## src/sv/pcsm_pkg.sv

```systemverilog
// package: machine sizes, opcodes, opr codes, and sequencer state type for the p-code machine
`default_nettype none
package pcsm_pkg;
  localparam int STACK_DEPTH = 4096;
  localparam int CODE_DEPTH  = 2048;
  localparam int MAX_LEVEL   = 3;
  localparam int DATA_WIDTH  = 32;

  localparam logic [2:0] OP_LIT = 3'd0;
  localparam logic [2:0] OP_OPR = 3'd1;
  localparam logic [2:0] OP_LOD = 3'd2;
  localparam logic [2:0] OP_STO = 3'd3;
  localparam logic [2:0] OP_CAL = 3'd4;
  localparam logic [2:0] OP_INT = 3'd5;
  localparam logic [2:0] OP_JMP = 3'd6;
  localparam logic [2:0] OP_JPC = 3'd7;

  localparam logic [10:0] OPR_RET = 11'd0;
  localparam logic [10:0] OPR_NEG = 11'd1;
  localparam logic [10:0] OPR_ADD = 11'd2;
  localparam logic [10:0] OPR_SUB = 11'd3;
  localparam logic [10:0] OPR_MUL = 11'd4;
  localparam logic [10:0] OPR_DIV = 11'd5;
  localparam logic [10:0] OPR_ODD = 11'd6;
  localparam logic [10:0] OPR_EQ  = 11'd8;
  localparam logic [10:0] OPR_NE  = 11'd9;
  localparam logic [10:0] OPR_LT  = 11'd10;
  localparam logic [10:0] OPR_GE  = 11'd11;
  localparam logic [10:0] OPR_GT  = 11'd12;
  localparam logic [10:0] OPR_LE  = 11'd13;

  localparam int OPCODE_W  = 3;
  localparam int LEVEL_W   = 2;
  localparam int OPERAND_W = 11;
  localparam int PC_OUT_W  = 11;
  localparam int BASE_OUT_W = 12;
  localparam int TOP_OUT_W = 13;
  localparam int VAL_OUT_W = 32;

  typedef enum logic [13:0] {
    S_CLEAR = 14'b00000000000001,
    S_IDLE  = 14'b00000000000010,
    S_WALK  = 14'b00000000000100,
    S_WWAIT = 14'b00000000001000,
    S_RD1   = 14'b00000000010000,
    S_RD2   = 14'b00000000100000,
    S_RWAIT = 14'b00000001000000,
    S_EXEC  = 14'b00000010000000,
    S_DIV   = 14'b00000100000000,
    S_WR    = 14'b00001000000000,
    S_WR2   = 14'b00010000000000,
    S_TOPRD = 14'b00100000000000,
    S_TOPW  = 14'b01000000000000,
    S_OUT   = 14'b10000000000000
  } seq_state_t;
endpackage
`default_nettype wire

```

## src/sv/pcsm_alu.sv

```systemverilog
// shared alu: add, sub, mul, compare, and a one-bit-per-cycle signed divider
`default_nettype none
module pcsm_alu #(
  parameter int DATA_WIDTH = 32
) (
  input  wire logic                  clk,
  input  wire logic                  rst_n,
  input  wire logic                  start,
  input  wire logic [10:0]           code,
  input  wire logic [DATA_WIDTH-1:0] x,
  input  wire logic [DATA_WIDTH-1:0] y,
  output logic      [DATA_WIDTH-1:0] res,
  output logic                       busy,
  output logic                       dz
);
  import pcsm_pkg::*;
  localparam int CW = $clog2(DATA_WIDTH + 1);

  logic [DATA_WIDTH-1:0] q_r, q_nxt, rem_r, rem_nxt, dv_r, dv_nxt;
  logic [CW-1:0] cnt_r, cnt_nxt;
  logic neg_r, neg_nxt, busy_r, busy_nxt;
  logic [DATA_WIDTH-1:0] ax, ay, mulr;
  logic [DATA_WIDTH:0] trial;
  logic [DATA_WIDTH-1:0] shl;
  logic sx, sy, lt;

  assign sx = x[DATA_WIDTH-1];
  assign sy = y[DATA_WIDTH-1];
  assign ax = sx ? (~x + 1'b1) : x;
  assign ay = sy ? (~y + 1'b1) : y;
  assign mulr = x * y;
  assign lt = $signed(x) < $signed(y);
  assign dz = (y == '0);
  assign shl = {rem_r[DATA_WIDTH-2:0], q_r[DATA_WIDTH-1]};
  assign trial = {1'b0, shl} - {1'b0, dv_r};
  assign busy = busy_r;

  always_comb begin
    q_nxt = q_r;
    rem_nxt = rem_r;
    dv_nxt = dv_r;
    cnt_nxt = cnt_r;
    neg_nxt = neg_r;
    busy_nxt = busy_r;
    if (start) begin
      q_nxt = ax;
      rem_nxt = '0;
      dv_nxt = ay;
      cnt_nxt = CW'(DATA_WIDTH);
      neg_nxt = sx ^ sy;
      busy_nxt = 1'b1;
    end else if (busy_r) begin
      if (rem_r[DATA_WIDTH-1] || !trial[DATA_WIDTH]) begin
        rem_nxt = {rem_r[DATA_WIDTH-2:0], q_r[DATA_WIDTH-1]} - dv_r;
        q_nxt = {q_r[DATA_WIDTH-2:0], 1'b1};
      end else begin
        rem_nxt = shl;
        q_nxt = {q_r[DATA_WIDTH-2:0], 1'b0};
      end
      cnt_nxt = cnt_r - 1'b1;
      if (cnt_r == CW'(1)) begin
        busy_nxt = 1'b0;
      end
    end
  end

  always_ff @(posedge clk) begin
    q_r <= q_nxt;
    rem_r <= rem_nxt;
    dv_r <= dv_nxt;
    cnt_r <= cnt_nxt;
    neg_r <= neg_nxt;
    if (!rst_n) begin
      busy_r <= 1'b0;
    end else begin
      busy_r <= busy_nxt;
    end
  end

  always_comb begin
    case (code)
      OPR_ADD: res = x + y;
      OPR_SUB: res = x - y;
      OPR_MUL: res = mulr;
      OPR_DIV: res = dz ? '0 : (neg_r ? (~q_r + 1'b1) : q_r);
      OPR_EQ:  res = DATA_WIDTH'(x == y);
      OPR_NE:  res = DATA_WIDTH'(x != y);
      OPR_LT:  res = DATA_WIDTH'(lt);
      OPR_GE:  res = DATA_WIDTH'(!lt);
      OPR_GT:  res = DATA_WIDTH'(!lt && (x != y));
      default: res = DATA_WIDTH'(lt || (x == y));
    endcase
  end
endmodule
`default_nettype wire

```

## config.mk

```make
export PLATFORM = sky130hd
export DESIGN_NAME = pcsm_alu
export DESIGN_NICKNAME = d
export VERILOG_FILES = /design/src/sv/pcsm_pkg.sv /design/src/sv/pcsm_alu.sv
export SDC_FILE = /design/constraint.sdc
export NUM_CORES = 2
export LEC_CHECK = 0
export BUFFER_PORTS_ARGS = -buffer_cell sky130_fd_sc_hd__clkbuf_2
export CORE_MARGIN = 4
export CORE_UTILIZATION = 55
export DETAILED_ROUTE_END_ITERATION = 6
export GPL_ROUTABILITY_DRIVEN = 0
export HOLD_SLACK_MARGIN = 0.05
export PLACE_DENSITY = 0.7
export SLEW_MARGIN = 25
export SYNTH_ARGS = -nofsm -noshare
export SYNTH_HDL_FRONTEND = slang
export SYNTH_SLANG_ARGS = --single-unit
```

## constraint.sdc

```tcl
create_clock -name clk -period 9.4 [get_ports clk]
set_input_delay 0.94 -clock clk [delete_from_list [all_inputs] [get_ports clk]]
set_output_delay 0.94 -clock clk [all_outputs]
set_load 0.005 [all_outputs]
```

==> results.md <==
* Sink Count at 104
* CP peak stage delay at 0.54 ns
* Crit-path max FO at 18
* Final worst-path setup slack at 0.234 ns
* Top post-synthesis cells by area: fa_1 31%, ha_1 10%, edfxtp_1 7.3%
* Clk buf depth at 2
* R2R depth at 14
* Period utilization at 97.5%
* Num rows at 80
* CP Class: in -> out
* CP most frequent cell: fa_1
* Initial DRC Count at 2827
* Total Die Area at 0.0525 mm²
* Dpl ws at 0.288 ns
* Post-CTS Setup Bufs at 0
* Hpwl dp at 71.2 mm
* RSZ-0062 raised after global routing: false
* Register area share after synthesis at 10.2%
* Fin Setup TNS at 0 ns
* Most frequent cells after synthesis: 494 x inv_1, 411 x fa_1, 349 x nand2_1
* Post-CTS Hold Fix Bufs at 0
* Clock slew at reported path FFs at 0.08 ns
* Setup crit start kind: primary input
* Wirelength per Cell at 23.1 µm
* Grt total ovfl at 0
* Via count at 23700
* Routed WL at 88.6 mm
* Min-delay worst type: reg -> reg
* Largest net degree at the start of global routing at 81
* Initial antenna violation count at 3
* Fin Clk Skew at 0.0171 ns
* Share of post-route cells with drive strength above 1 at 7.08%
* # Max-Cap Violations at 0
* FF+latch count, synth at 104
* Chip height at 229 µm
* Post-Syn Area at 0.0269 mm²
* Port Buffer Count at 111
* FMAX at 109 MHz
* Asr flop ratio synth at 0%
* CTS H-tree lvls at 3
* Yosys cell types at 81
* Endpoints failing hold at 0
* Detailed-route DRC error count at 0
* Drt pass-1 iters at 7
* Share of the synthesized area in the top cell type at 30.6%
* Global-route wire length before repair at 139 mm
* Filler cells at 4287
* Post_cts resized at 0
* Vias in the first global route at 24200
* Final setup fails at 0
* Layout Nets at 3927
* Crit path depth at 27
* CTS tree: done
* Num CTS Buffers at 9
* Time the worst path needs with I/O delays and setup at 9.17 ns
* Die width at 229 µm
* Max-slew violations at 0
* Starting Density at 56.0%
* Mapped Nets at 3911
* CP max stage cell: fa_1
* Worst-Skew Late Latency at 0.37 ns
* Most frequent cell after synthesis: inv_1
* Root buf cell: clkbuf_16
* Antenna Violating Nets Remaining at 0
* Worst setup EP type: output port
* Hold path cells at 2
* EDFF count, synth at 65
* Mapped Cells at 3199
* Via density per instance at 6.18
* WHS at 0.503 ns
* Core area at 0.0480 mm²
* CP bufs+invs at 7
* CP top delay family: adder cells
* Avg Inst Size Synth at 8.41 µm²
* Main synth FF type: edfxtp_1
* Area growth from synthesis to layout at 5.63%
* Max transition margin at 30.8%
* I/O Pins at 112
* Slew @ Worst Pin at 1.04 ns
* Ys Warns at 0
* GR Util All Layers at 33.7%
* Worst path arrival time at 8.23 ns
* CP required at 8.46 ns
* Largest area contributor in the netlist: fa_1
* Status: complete, no violations
-- worst min-delay path, cell delays in order (launching register included) --
cell	delay, ns
dfxtp_1	0.33
nand2_1	0.06
nand3_1	0.06
-- worst paths after layout --
path | startpoint | to | slack, ns
hold reg to reg | rem_r[19]$_SDFFE_PP0P_ | rem_r[19]$_SDFFE_PP0P_ | 0.50
hold / removal | rem_r[19]$_SDFFE_PP0P_ | rem_r[19]$_SDFFE_PP0P_ | 0.50
setup reg to reg | q_r[31]$_DFFE_PP_ | rem_r[7]$_SDFFE_PP0P_ | 5.17
setup / recovery | y[2] | res[20] | 0.23
-- stage by stage --
| stage | instances | utilization (%) | instance area [µm²] |
|---|---|---|---|
| after floorplan | 3199 | - | 26900 |
| after global placement | 3819 | 58.5 | 28100 |
| after detailed placement | 3819 | 58.5 | 28100 |
| after CTS | 3835 | 59.1 | 28400 |
| after global routing | 3836 | 59.1 | 28400 |
| final | 3839 | 59.2 | 28400 |
-- logic make-up (layout without fill, tap and decap cells) --
group	Yosys count	in the layout	synth area share [%]
XOR/XNOR	230	230	7.49
flip-flops	104	104	10.2
buffers and inverters	676	697	9.52
multiplexers	9	9	0.344
other	0	4	0
adder cells (fa/ha/maj)	634	634	41.0
AND/OR/NAND/NOR	1037	1037	19.0
AO/OA/AOI/OAI	509	509	12.6
-- cells in the final DEF, fill, tap and decap left out, types with 14 or more instances in the layout --
cell | synthesis | layout
inv_1 | 494 | 494
fa_1 | 411 | 411
nand2_1 | 349 | 349
and2_1 | 256 | 256
ha_1 | 223 | 223
nor2_1 | 205 | 205
xnor2_1 | 150 | 150
a21oi_1 | 130 | 130
clkbuf_2 | 0 | 109
o21ai_0 | 99 | 99
xor2_1 | 80 | 80
buf_4 | 1 | 72
edfxtp_1 | 65 | 65
nand3_1 | 54 | 54
a21o_1 | 42 | 42
nor3_1 | 41 | 40
dfxtp_1 | 39 | 39
o31ai_1 | 31 | 30
a211oi_1 | 22 | 22
o21bai_1 | 21 | 21
o221ai_1 | 21 | 21
nand2b_1 | 17 | 17
a311oi_1 | 17 | 17
nor2b_1 | 17 | 16
nor4_1 | 15 | 15
or3_1 | 14 | 14
-- registers in the layout, indices dropped and copies added, names as in the netlist --
| signal | count |
|---|---|
| dv_r | 32 |
| q_r | 32 |
| rem_r | 32 |
| cnt_r | 6 |
| busy | 1 |
| neg_r | 1 |
-- routing by layer --
layer | routed length, µm | GRT usage (%)
met2 | 37700 | 50.8
met3 | 11600 | 8.97
met1 | 34700 | 46.5
met5 | 16 | 0
met4 | 4550 | 13.7
-- area by class of cell --
class                   count  area, µm²  area share, %
flip-flops and latches    104       2730           9.62
repair buffers            183       1110           3.91
multi-input cells        2419      21600           76.1
clock inverters             6       62.6          0.220
well taps                 615        769           2.71
clock buffers              10        229          0.806
inverters                 498       1870           6.58
diodes                      4       10.0         0.0352
Power is left out: the tool's default activity adds up to more than one toggle a clock period on the data nets, which glitch-free logic cannot reach.
